File: config.mk
export PLATFORM = sky130hd
export DESIGN_NAME = memory_chunk_pool_table
export DESIGN_NICKNAME = d
export VERILOG_FILES = /design/src/hw/rtl/mcpt_pkg.sv /design/src/hw/rtl/mcpt_ram.sv /design/src/hw/rtl/mcpt_match.sv /design/src/hw/rtl/memory_chunk_pool_table.sv
export SDC_FILE = /design/constraint.sdc
export NUM_CORES = 2
export LEC_CHECK = 0
export ABC_AREA = 1
export BUFFER_PORTS_ARGS = -buffer_cell sky130_fd_sc_hd__buf_4
export CAP_MARGIN = 10
export CORE_AREA = 2 2 353 355
export CTS_CLUSTER_DIAMETER = 30
export DETAILED_ROUTE_END_ITERATION = 8
export DIE_AREA = 0 0 355 357
export PLACE_DENSITY = 0.75
export SLEW_MARGIN = 20
export SYNTH_ARGS = -nofsm -noshare
export SYNTH_HDL_FRONTEND = slang
export SYNTH_SLANG_ARGS = --single-unit
File: constraint.sdc
create_clock -name clk -period 17.6 [get_ports clk]
set_input_delay 3.52 -clock clk [delete_from_list [all_inputs] [get_ports clk]]
set_output_delay 3.52 -clock clk [all_outputs]
set_load 0.02 [all_outputs]
File: src/hw/rtl/mcpt_pkg.sv
`default_nettype none
package mcpt_pkg;

  localparam int ENTRIES_DEF   = 16;
  localparam int ADDR_BITS_DEF = 48;
  localparam int KIND_BITS_DEF = 4;

  localparam logic [2:0] OP_ADD    = 3'd0;
  localparam logic [2:0] OP_LOOKUP = 3'd1;
  localparam logic [2:0] OP_REMOVE = 3'd2;
  localparam logic [2:0] OP_ALLOC  = 3'd3;
  localparam logic [2:0] OP_RELALL = 3'd4;

  localparam logic [1:0] ST_OK       = 2'd0;
  localparam logic [1:0] ST_NOTFOUND = 2'd1;
  localparam logic [1:0] ST_NOSPACE  = 2'd2;
  localparam logic [1:0] ST_BUSY     = 2'd3;

  localparam int KIND_UNDEF = 0;
  localparam int KIND_FREE  = 1;

  localparam int SLOT_BITS = 4;

  typedef struct packed {
    logic       hit;
    logic       wr;
    logic       use_req;
    logic       clr;
    logic       zero_slot;
    logic       mismatch;
    logic [1:0] status;
    logic [1:0] miss_status;
  } match_t;

endpackage
`default_nettype wire

File: src/hw/rtl/mcpt_ram.sv
`default_nettype none
module mcpt_ram #(
  parameter int WIDTH = 8,
  parameter int DEPTH = 16
) (
  input  wire logic                     clk,
  input  wire logic                     we,
  input  wire logic [$clog2(DEPTH)-1:0] waddr,
  input  wire logic [WIDTH-1:0]         wdata,
  input  wire logic                     re,
  input  wire logic [$clog2(DEPTH)-1:0] raddr,
  output      logic [WIDTH-1:0]         rdata
);

  logic [WIDTH-1:0] mem [DEPTH];

  always_ff @(posedge clk) begin
    if (we) begin
      mem[waddr] <= wdata;
    end
    if (re) begin
      rdata <= mem[raddr];
    end
  end

endmodule
`default_nettype wire

File: src/hw/rtl/mcpt_match.sv
`default_nettype none
module mcpt_match #(
  parameter int ADDR_BITS = mcpt_pkg::ADDR_BITS_DEF,
  parameter int KIND_BITS = mcpt_pkg::KIND_BITS_DEF
) (
  input  wire logic [2:0]           op,
  input  wire logic [ADDR_BITS-1:0] req_base,
  input  wire logic [ADDR_BITS-1:0] req_len,
  input  wire logic [KIND_BITS-1:0] req_kind,
  input  wire logic [ADDR_BITS-1:0] ent_base,
  input  wire logic [ADDR_BITS-1:0] ent_len,
  input  wire logic [KIND_BITS-1:0] ent_kind,
  output      mcpt_pkg::match_t     res
);

  localparam logic [KIND_BITS-1:0] KUNDEF = KIND_BITS'(mcpt_pkg::KIND_UNDEF);
  localparam logic [KIND_BITS-1:0] KFREE  = KIND_BITS'(mcpt_pkg::KIND_FREE);

  logic exact;

  assign exact = (ent_base == req_base) && (ent_len == req_len);

  always_comb begin
    res = '0;
    case (op)
      mcpt_pkg::OP_ADD: begin
        res.miss_status = mcpt_pkg::ST_NOSPACE;
        if (ent_kind == KUNDEF) begin
          res.hit     = 1'b1;
          res.wr      = 1'b1;
          res.use_req = 1'b1;
          res.status  = mcpt_pkg::ST_OK;
        end
      end
      mcpt_pkg::OP_LOOKUP: begin
        res.miss_status = mcpt_pkg::ST_NOTFOUND;
        if (exact) begin
          res.hit      = 1'b1;
          res.mismatch = (ent_kind != req_kind);
          res.status   = mcpt_pkg::ST_OK;
        end
      end
      mcpt_pkg::OP_REMOVE: begin
        res.miss_status = mcpt_pkg::ST_NOTFOUND;
        if (exact) begin
          res.hit      = 1'b1;
          res.mismatch = (ent_kind != req_kind);
          if (ent_kind != KFREE) begin
            res.status    = mcpt_pkg::ST_BUSY;
            res.zero_slot = 1'b1;
          end else begin
            res.clr    = 1'b1;
            res.status = mcpt_pkg::ST_OK;
          end
        end
      end
      mcpt_pkg::OP_ALLOC: begin
        res.miss_status = mcpt_pkg::ST_NOSPACE;
        if ((ent_kind == KFREE) && (ent_len >= req_len)) begin
          res.hit    = 1'b1;
          res.wr     = 1'b1;
          res.status = mcpt_pkg::ST_OK;
        end
      end
      mcpt_pkg::OP_RELALL: begin
        res.miss_status = mcpt_pkg::ST_OK;
        res.clr         = (ent_base != '0);
      end
      default: begin
        res.miss_status = mcpt_pkg::ST_NOTFOUND;
      end
    endcase
  end

endmodule
`default_nettype wire

File: src/hw/rtl/memory_chunk_pool_table.sv
// memory chunk descriptor table with first-fit scan
// input channel: in_valid/in_stall with op, base address, length and kind;
// result channel: out_valid/out_stall with status, slot and kind mismatch
// flag, exactly one result word per input word.
// each operation scans the table from slot 0 upward through one shared
// compare unit, one descriptor per cycle, fed by the single read port of the
// descriptor ram (registered read data).
// an operation stops at its first hit; a miss or release all scans every
// slot before its result is shown.
// in_stall is high from acceptance until the result is moved into the output
// register, so no new word is taken while an operation is in flight.
// a held result does not stop acceptance of the next word; if the receiver
// still stalls when the next result is ready, the block waits with it.
// reset empties the table at once through per-slot valid flip-flops (an
// invalid slot reads as all zero) and clears both channels.
`default_nettype none
module memory_chunk_pool_table #(
  parameter int ENTRIES   = mcpt_pkg::ENTRIES_DEF,
  parameter int ADDR_BITS = mcpt_pkg::ADDR_BITS_DEF,
  parameter int KIND_BITS = mcpt_pkg::KIND_BITS_DEF
) (
  input  wire logic                 clk,
  input  wire logic                 rst_n,
  input  wire logic                 in_valid,
  output      logic                 in_stall,
  input  wire logic [2:0]           in_op,
  input  wire logic [ADDR_BITS-1:0] in_base_addr,
  input  wire logic [ADDR_BITS-1:0] in_length,
  input  wire logic [KIND_BITS-1:0] in_chunk_kind,
  output      logic                 out_valid,
  input  wire logic                 out_stall,
  output      logic [1:0]           out_status,
  output      logic [mcpt_pkg::SLOT_BITS-1:0] out_slot,
  output      logic                 out_kind_mismatch
);

  localparam int IDX_W = (ENTRIES > 1) ? $clog2(ENTRIES) : 1;
  localparam int DW    = 2 * ADDR_BITS + KIND_BITS;
  localparam int SW    = mcpt_pkg::SLOT_BITS;
  localparam logic [IDX_W-1:0] LAST = IDX_W'(ENTRIES - 1);

  localparam logic [1:0] S_IDLE = 2'd0;
  localparam logic [1:0] S_SCAN = 2'd1;
  localparam logic [1:0] S_FIN  = 2'd2;

  logic [1:0]           state_r, state_nxt;
  logic [2:0]           op_r;
  logic [ADDR_BITS-1:0] base_r;
  logic [ADDR_BITS-1:0] len_r;
  logic [KIND_BITS-1:0] kind_r;
  logic [IDX_W-1:0]     iss_r, iss_nxt;
  logic                 iss_done_r, iss_done_nxt;
  logic                 chk_vld_r, chk_vld_nxt;
  logic [IDX_W-1:0]     chk_idx_r, chk_idx_nxt;
  logic [ENTRIES-1:0]   valid_r, valid_nxt;
  logic [1:0]           res_status_r, res_status_nxt;
  logic [SW-1:0]        res_slot_r, res_slot_nxt;
  logic                 res_mm_r, res_mm_nxt;
  logic                 out_valid_r, out_valid_nxt;
  logic [1:0]           out_status_r;
  logic [SW-1:0]        out_slot_r;
  logic                 out_mm_r;

  logic                 in_acc;
  logic                 out_free;
  logic                 ram_we;
  logic                 ram_re;
  logic [DW-1:0]        ram_wdata;
  logic [DW-1:0]        ram_rdata;
  logic [DW-1:0]        ent;
  logic [ADDR_BITS-1:0] ent_base;
  logic [ADDR_BITS-1:0] ent_len;
  logic [KIND_BITS-1:0] ent_kind;
  logic [IDX_W+SW-1:0]  chk_ext;
  mcpt_pkg::match_t     mres;

  assign in_acc   = in_valid && !in_stall;
  assign in_stall = (state_r != S_IDLE);
  assign out_free = !out_valid_r || !out_stall;

  // slot number goes out modulo 16
  assign chk_ext = {{SW{1'b0}}, chk_idx_r};

  // a slot without its valid bit reads as the cleared descriptor
  assign ent      = valid_r[chk_idx_r] ? ram_rdata : '0;
  assign ent_base = ent[DW-1 -: ADDR_BITS];
  assign ent_len  = ent[KIND_BITS +: ADDR_BITS];
  assign ent_kind = ent[KIND_BITS-1:0];

  mcpt_match #(
    .ADDR_BITS (ADDR_BITS),
    .KIND_BITS (KIND_BITS)
  ) u_match (
    .op       (op_r),
    .req_base (base_r),
    .req_len  (len_r),
    .req_kind (kind_r),
    .ent_base (ent_base),
    .ent_len  (ent_len),
    .ent_kind (ent_kind),
    .res      (mres)
  );

  assign ram_re    = (state_r == S_SCAN) && !iss_done_r;
  assign ram_we    = (state_r == S_SCAN) && chk_vld_r && mres.hit && mres.wr;
  assign ram_wdata = mres.use_req ? {base_r, len_r, kind_r} : {ent_base, ent_len, kind_r};

  mcpt_ram #(
    .WIDTH (DW),
    .DEPTH (ENTRIES)
  ) u_ram (
    .clk   (clk),
    .we    (ram_we),
    .waddr (chk_idx_r),
    .wdata (ram_wdata),
    .re    (ram_re),
    .raddr (iss_r),
    .rdata (ram_rdata)
  );

  always_comb begin
    state_nxt      = state_r;
    iss_nxt        = iss_r;
    iss_done_nxt   = iss_done_r;
    chk_vld_nxt    = 1'b0;
    chk_idx_nxt    = chk_idx_r;
    valid_nxt      = valid_r;
    res_status_nxt = res_status_r;
    res_slot_nxt   = res_slot_r;
    res_mm_nxt     = res_mm_r;
    out_valid_nxt  = out_valid_r;
    if (out_valid_r && !out_stall) begin
      out_valid_nxt = 1'b0;
    end
    case (state_r)
      S_IDLE: begin
        if (in_acc) begin
          state_nxt    = S_SCAN;
          iss_nxt      = '0;
          iss_done_nxt = 1'b0;
        end
      end
      S_SCAN: begin
        if (!iss_done_r) begin
          chk_vld_nxt = 1'b1;
          chk_idx_nxt = iss_r;
          iss_nxt     = iss_r + 1'b1;
          if (iss_r == LAST) begin
            iss_done_nxt = 1'b1;
          end
        end
        if (chk_vld_r) begin
          if (mres.clr) begin
            valid_nxt[chk_idx_r] = 1'b0;
          end
          if (mres.wr) begin
            valid_nxt[chk_idx_r] = 1'b1;
          end
          if (mres.hit) begin
            state_nxt      = S_FIN;
            chk_vld_nxt    = 1'b0;
            res_status_nxt = mres.status;
            res_slot_nxt   = mres.zero_slot ? '0 : chk_ext[SW-1:0];
            res_mm_nxt     = mres.mismatch;
          end else if (chk_idx_r == LAST) begin
            state_nxt      = S_FIN;
            chk_vld_nxt    = 1'b0;
            res_status_nxt = mres.miss_status;
            res_slot_nxt   = '0;
            res_mm_nxt     = 1'b0;
          end
        end
      end
      S_FIN: begin
        if (out_free) begin
          out_valid_nxt = 1'b1;
          state_nxt     = S_IDLE;
        end
      end
      default: begin
        state_nxt = S_IDLE;
      end
    endcase
  end

  always_ff @(posedge clk) begin
    if (!rst_n) begin
      state_r     <= S_IDLE;
      iss_r       <= '0;
      iss_done_r  <= 1'b0;
      chk_vld_r   <= 1'b0;
      chk_idx_r   <= '0;
      valid_r     <= '0;
      out_valid_r <= 1'b0;
    end else begin
      state_r     <= state_nxt;
      iss_r       <= iss_nxt;
      iss_done_r  <= iss_done_nxt;
      chk_vld_r   <= chk_vld_nxt;
      chk_idx_r   <= chk_idx_nxt;
      valid_r     <= valid_nxt;
      out_valid_r <= out_valid_nxt;
    end
  end

  always_ff @(posedge clk) begin
    if (in_acc) begin
      op_r   <= in_op;
      base_r <= in_base_addr;
      len_r  <= in_length;
      kind_r <= in_chunk_kind;
    end
    res_status_r <= res_status_nxt;
    res_slot_r   <= res_slot_nxt;
    res_mm_r     <= res_mm_nxt;
    if ((state_r == S_FIN) && out_free) begin
      out_status_r <= res_status_r;
      out_slot_r   <= res_slot_r;
      out_mm_r     <= res_mm_r;
    end
  end

  assign out_valid         = out_valid_r;
  assign out_status        = out_status_r;
  assign out_slot          = out_slot_r;
  assign out_kind_mismatch = out_mm_r;

  a_chk_in_scan: assert property (@(posedge clk) disable iff (!rst_n)
    chk_vld_r |-> (state_r == S_SCAN))
    else $error("compare slot pending outside scan");

  a_we_on_hit: assert property (@(posedge clk) disable iff (!rst_n)
    ram_we |=> (state_r == S_FIN))
    else $error("table write did not end the scan");

  a_acc_scan: assert property (@(posedge clk) disable iff (!rst_n)
    in_acc |=> (state_r == S_SCAN) && !chk_vld_r)
    else $error("accepted word did not start a scan");

  a_fin_out: assert property (@(posedge clk) disable iff (!rst_n)
    ((state_r == S_FIN) && out_free) |=> out_valid_r && (state_r == S_IDLE))
    else $error("finished result not delivered to output");

  a_err_slot: assert property (@(posedge clk) disable iff (!rst_n)
    (out_valid_r && (out_status_r != mcpt_pkg::ST_OK)) |-> (out_slot_r == '0))
    else $error("error result with nonzero slot");

endmodule
`default_nettype wire
* Word level (Yosys, flattened, before mapping) *
Memories as Yosys holds them, arrays and structs flattened. A register that Yosys moved wholly into a read port is not among the register bits.
Index checks and enable logic that the tools add are counted.

storage, ports and cells
  bits of input ports = 107
  memories kept = 1
  memory bits (writable) = 1600
  register bits = 146

cells by class
  magnitude comparators = 3
  add/sub/neg operators = 1
  bitwise gates (word level) = 4
  reduce and logical (&&, ||, !) cells = 31
  equality and inequality tests = 18
  muxes and demuxes = 55

memory list
  name       words  width  rd ports  clocked after Yosys merged registers in  write ports  line            text
  u_ram.mem  16     100    1         1                                        1            mcpt_ram.sv:15  logic [WIDTH-1:0] mem [DEPTH];

operators by type and width
  cell                                                                          number
  100-bit two-way mux                                                           2
  48-bit equality test                                                          2
  16-bit two-way mux                                                            4
  48-bit >= comparator                                                          1
  48-bit nonzero test                                                           1
  1-bit two-way mux                                                             21
  4-bit two-way mux                                                             5
  2-bit two-way mux                                                             9
  16-bit bitwise AND                                                            1
  16-bit inverter                                                               1
  16-bit bitwise OR                                                             1
  1-bit logical AND                                                             10
  4-bit equality test, second input constant                                    2
  2-bit inequality test, second input constant                                  4
  1-bit case mux with 2 select lines                                            4
  2-bit case mux with 2 select lines                                            2
  4-bit case mux with 2 select lines                                            1
  2-bit AND reduction                                                           4
  3-bit by 2-bit equality test with 1-bit output, second input constant         2
  3-bit two-way mux                                                             2
  2-bit case mux with 3 select lines                                            1
  3-bit AND reduction                                                           2
  2-bit nonzero test                                                            3
  4-bit by 5-bit less-than comparator with 1-bit output, second input constant  1
  other kinds (22)                                                              26

* Logic depth before layout (Yosys ltp) *
  depth in word-level cells = 12
  gate-level depth with buffers = 34

* By module *
Synthesis repeated with hierarchy kept, for this count alone.

unflattened totals
  cells, all modules = 7868
  area, all modules = 81857.3 µm²

by module, submodules not included
  module                   cells an instance  area an instance (µm²)  seq. area each (µm²)  times used
  mcpt_ram                 6562               72136.7                 51049.0               1
  memory_chunk_pool_table  872                7284.5                  4093.9                1
  mcpt_match               434                2436.1                  0.0                   1

* Least setup slack after synthesis *
OpenSTA, ideal clock, no wires.

  path type = reg-to-reg
  from = reg chk_idx_r[0]
  to = mem u_ram.mem[10][0] in the netlist's numbering (enable)
  slack = 3.744 ns
  setup time = 0.803 ns
  arrival = 13.052 ns
  data required time = 16.797 ns
  path buffers = 6
  cell stages (with the launch flop) = 29
  cells stage by stage = dfxtp_1 -> inv_2 -> buf_4 -> nand2_1 -> nand2_1 -> nand2_1 -> nand2_1 -> nand2_1 -> nand2_2 -> nor2_4 -> buf_6 -> buf_2 -> buf_1 -> buf_1 -> nor2_1 -> ha_1 -> nand2_1 -> nor2_1 -> inv_1 -> nor4_1 -> nand3_1 -> nor2_1 -> nor3_1 -> nand2_1 -> nor2_1 -> o21ai_2 -> inv_2 -> buf_6 -> nor4_1

between the ends
  cells in the longest elaborated chain, start to end = 11

RTL lines
  item                                                    line                                                  text
  start, declared                                         memory_chunk_pool_table.sv:54                         logic [IDX_W-1:0] chk_idx_r, chk_idx_nxt;
  start signal, assigned                                  memory_chunk_pool_table.sv:200                        chk_idx_r <= chk_idx_nxt;
  1-bit binary-select mux with 4-bit select               memory_chunk_pool_table.sv:85                         assign ent = valid_r[chk_idx_r] ? ram_rdata : '0;
  1-bit two-way mux (not written as such)                 memory_chunk_pool_table.sv:85
  100-bit two-way mux                                     memory_chunk_pool_table.sv:85
  48-bit >= comparator, or another cell as far along      mcpt_match.sv:59                                      if ((ent_kind == KFREE) && (ent_len >= req_len)) begin
  1-bit logical AND, on equally long branches             mcpt_match.sv:59, mcpt_match.sv:21
  2-bit two-way mux or 1-bit two-way mux (tied branches)  mcpt_match.sv:59, mcpt_match.sv:37, mcpt_match.sv:45
  1-bit case mux with 3 select lines                      mcpt_match.sv:25                                      case (op)
  1-bit logical AND (2 in series)                         memory_chunk_pool_table.sv:105                        assign ram_we = (state_r == S_SCAN) && chk_vld_r && mres.hit && mres.wr;
  1-bit two-way mux                                       mcpt_ram.sv:18                                        if (we) begin
  1-bit two-way mux (not written as such)                 mcpt_ram.sv:19                                        mem[waddr] <= wdata;
  end, declared                                           mcpt_ram.sv:15

Parallel ways exist; a longest one is shown, timed or not. The select of a mux whose other input is x is not followed.

* Worst setup path in the final report *
  from = reg chk_idx_r[0]
  to = mem u_ram.mem[8][58] in the netlist's numbering (enable)

The elaborated chain is that of the path after synthesis.

==> impl_metrics.json <==
{
  "worstHoldPathCells": 0,
  "io_pins": 116,
  "cts.repair.resized": 0,
  "fin_ws_ps": 10940,
  "final.setup.tns_ps": 0,
  "vdd_drop_max_mv": 0.122,
  "postCtsSetupBuffers": 0,
  "synth_nets": 5815,
  "r2r_end": "u_ram.mem[8][58]$_DFFE_PP_",
  "multiInputGateArea_mm2": 0.0172,
  "synth_mux_area_frac": 0.0211,
  "avgViaCountPerCell": 6.33,
  "avgSynthCellArea_um2": 13.2,
  "place_worst_setup_slack_ps": 11130,
  "synth-seq-cells": 1846,
  "synth_area_mm2": 0.0745,
  "insertion_delay_ps": 930,
  "ys_seq_area_frac": 0.740,
  "worst_pin_slew_ps": 1150,
  "place_congestion": 0.927,
  "die_y_um": 357,
  "rr_startpoint": "chk_idx_r[0]$_SDFFE_PN0P_",
  "synth_top_area_share": 0.732,
  "synth_adder_area_share": 0.00823,
  "numClockSinks": 1846,
  "reg2reg_slack_ps": 10940,
  "ff_latch_area_mm2": 0.0552,
  "yosysTopAreaCell": "edfxtp_1",
  "syn_to_final_growth_pct": 19.4,
  "status": "finished clean",
  "initial_core_util": 0.606,
  "setup_viol": 0,
  "drive_above_1_share": 0.142,
  "ff2ff_path_depth": 26,
  "synthArstFlopShare": 0,
  "yosys.area_share.simple": 0.103,
  "maxSlewViolCount": 0,
  "synth_area_leaders": "edfxtp_1, nor2_1, o21ai_0",
  "cp_max_fo": 46,
  "hp-class": "register to register",
  "holdBufCountCts": 0,
  "cts_max_path_buffers": 4,
  "synth_compound_area_frac": 0.0944,
  "ys_types": 44,
  "critPathKind": "register to register",
  "power_density_mw_per_mm2": 134,
  "worstSetupEndpoint": "u_ram.mem[8][58]$_DFFE_PP_",
  "maxSlewHeadroom": 0.234,
  "drc": 0,
  "grt_pass1_vias": 48474,
  "synth_xor_area_frac": 0.00118,
  "cp-start-kind": "register",
  "clk_pin_slew_ps": 50,
  "wl_per_cell_um": 25.0,
  "cp-end-kind": "register",
  "grt_start_max_net_pins": 225,
  "fin_crit_ps": 6660,
  "io_buffers": 115,
  "synthCells": 5659,
  "gr-usage-all-layers": 0.305,
  "rows": 129,
  "grt_antenna_before_repair": 4,
  "synth_top_family_by_area": "simple AND/OR/NAND/NOR gates",
  "die_area_mm2": 0.127,
  "synth_ff_type": "edfxtp_1",
  "crit_start": "chk_idx_r[0]$_SDFFE_PN0P_",
  "grt_pass1_wl_um": 290000,
  "synth_edf_count": 1817,
  "fmax_mhz": 150,
  "power_mw": 12.0,
  "overflow": 0,
  "drt_iter0_drc": 7271,
  "dpl.hpwl_um": 98400,
  "synth_warnings": 0,
  "vias": 49485,
  "fin_nets": 6074,
  "cts_tree": "built",
  "first_pass_iters": 6,
  "cts_root_buffer": "clkbuf_16",
  "grt_setup_unrepaired": "false",
  "cp.required_ps": 18130,
  "htreeDepth": 5,
  "maxCapViolations": 0,
  "hold_viol": 0,
  "cts_inserted_buffers": 342,
  "core_mm2": 0.123,
  "die_x_um": 355,
  "power_leakage_nw": 31.0,
  "critical_path_arrival_ps": 7190,
  "fin_skew_ps": 61.9,
  "n_fill_cell": 7507,
  "ant_nets": 0,
  "min_period_over_period": 0.378,
  "finalWirelength_um": 195000
}
## cell type report
cell class / instances / share of cell area
well taps: 1637 / 0.0230
clock inverters: 232 / 0.0296
diodes: 1 / 0.0000281
inverters: 264 / 0.0115
clock buffers: 373 / 0.0992
repair buffers: 267 / 0.0233
flip-flops and latches: 1846 / 0.620
multi-input cells: 3197 / 0.193
## flip-flops by register name (all words and copies together), names as in the netlist, 2 cells and up
register / flops
chk_idx_r: 4
base_r: 48
out_status: 2
u_ram.rdata: 100
res_slot_r: 4
kind_r: 4
iss_r: 4
u_ram.mem: 1600
state_r: 2
res_status_r: 2
valid_r: 16
len_r: 48
out_slot: 4
op_r: 3
## Yosys cell counts, types with 4 or more instances
library cell and count:
a211oi_1 4, a21oi_1 73, buf_1 39, buf_2 9, buf_4 4, buf_6 6, clkbuf_1 294, dfxtp_1 29
edfxtp_1 1817, ha_1 49, inv_1 258, mux2i_1 157, nand2_1 542, nand3_1 214, nand4_1 19, nor2_1 1082
nor3_1 15, nor3b_1 4, nor4_1 18, o211ai_1 46, o21ai_0 520, o21ai_1 17, o221ai_1 157, o32ai_1 243
o41ai_1 4, xor2_1 7
## power by group
group	switching (mW)	total (mW)	internal, mW
sequential	0.0343	4.92	4.89
clock	2.24	6.49	4.25
combinational	0.385	0.543	0.158
total	2.66	12.0	9.29
## stage by stage
step / hold WS (ps) / cell area (µm²) / std cells / util
5_1_grt: 428 / 88900 / 7816 / 0.723
4_1_cts: 415 / 88800 / 7815 / 0.722
3_5_place_dp: 405 / 77400 / 7210 / 0.629
2_1_floorplan: 400 / 74500 / 5659 / -
6_report: 412 / 88900 / 7817 / 0.723
3_3_place_gp: 405 / 77400 / 7210 / 0.629
## worst max-delay path, cell delays in order (launching register included)
cell	delay [ps]
dfxtp_1	580
inv_2	210
nand2_1	100
nand2_1	60
nand2_1	50
nand2_1	50
nand2_1	70
nand2_2	120
nor2_4	130
buf_4	430
nor2_1	120
ha_1	320
nand2_1	70
nor2_1	150
inv_1	80
nor4_1	540
nand3_1	140
nor2_1	170
nor3_1	70
nand2_1	190
nor2_1	150
o21ai_2	130
buf_4	260
inv_2	300
nor4_2	290
buf_4	510
buf_4	860
## cells in the final DEF, fill, tap and decap left out, types with 5 or more instances in the layout
cell / instances
clkinvlp_4: 38
inv_8: 10
inv_6: 44
bufinv_16: 41
xor2_1: 7
clkinv_4: 33
o32ai_1: 243
nand4_1: 19
nor4_2: 11
o21ai_0: 506
edfxtp_1: 1817
nor3_1: 15
a21oi_2: 6
buf_12: 5
inv_1: 254
nor4_1: 7
ha_1: 49
clkbuf_16: 349
clkbuf_1: 24
o21ai_1: 18
nand2_1: 542
clkinv_1: 32
o211ai_1: 46
o221ai_1: 157
nand3_1: 214
nor2_4: 5
mux2i_1: 157
buf_4: 261
nor2_1: 1079
dfxtp_1: 26
clkinv_2: 35
a21oi_1: 67
o21ai_2: 14
## kinds of logic (layout without fill, tap and decap cells)
kind of cell	Yosys count	in the layout
AND/OR/NAND/NOR	1909	1909
flip-flops	1846	1846
AO/OA/AOI/OAI	1072	1072
buffers and inverters	616	1136
multiplexers	157	157
adder cells (fa/ha/maj)	49	49
XOR/XNOR	10	10
other	0	1
## worst min path at each step
stage	to	start
after floorplan	out_kind_mismatch$_DFFE_PP_	res_mm_r$_SDFFCE_PN0P_
after global placement	out_status[1]$_DFFE_PP_	res_status_r[1]$_DFFE_PP_
after detailed placement	out_slot[0]$_DFFE_PP_	res_slot_r[0]$_SDFFCE_PP0P_
after CTS	out_slot[0]$_DFFE_PP_	res_slot_r[0]$_SDFFCE_PP0P_
after global routing	out_slot[3]$_DFFE_PP_	res_slot_r[3]$_SDFFCE_PP0P_
final	out_slot[0]$_DFFE_PP_	res_slot_r[0]$_SDFFCE_PP0P_
## routing by layer
layer	routed length, µm	track usage	vias to the layer above	share of wire
met5	13	0	-	0.000067
met4	6350	0.124	2	0.033
met3	24300	0.0929	471	0.12
met2	90700	0.463	3298	0.46
met1	74000	0.417	24129	0.38
li1	-	-	21585	-
Power figures use the tool's default switching activity.
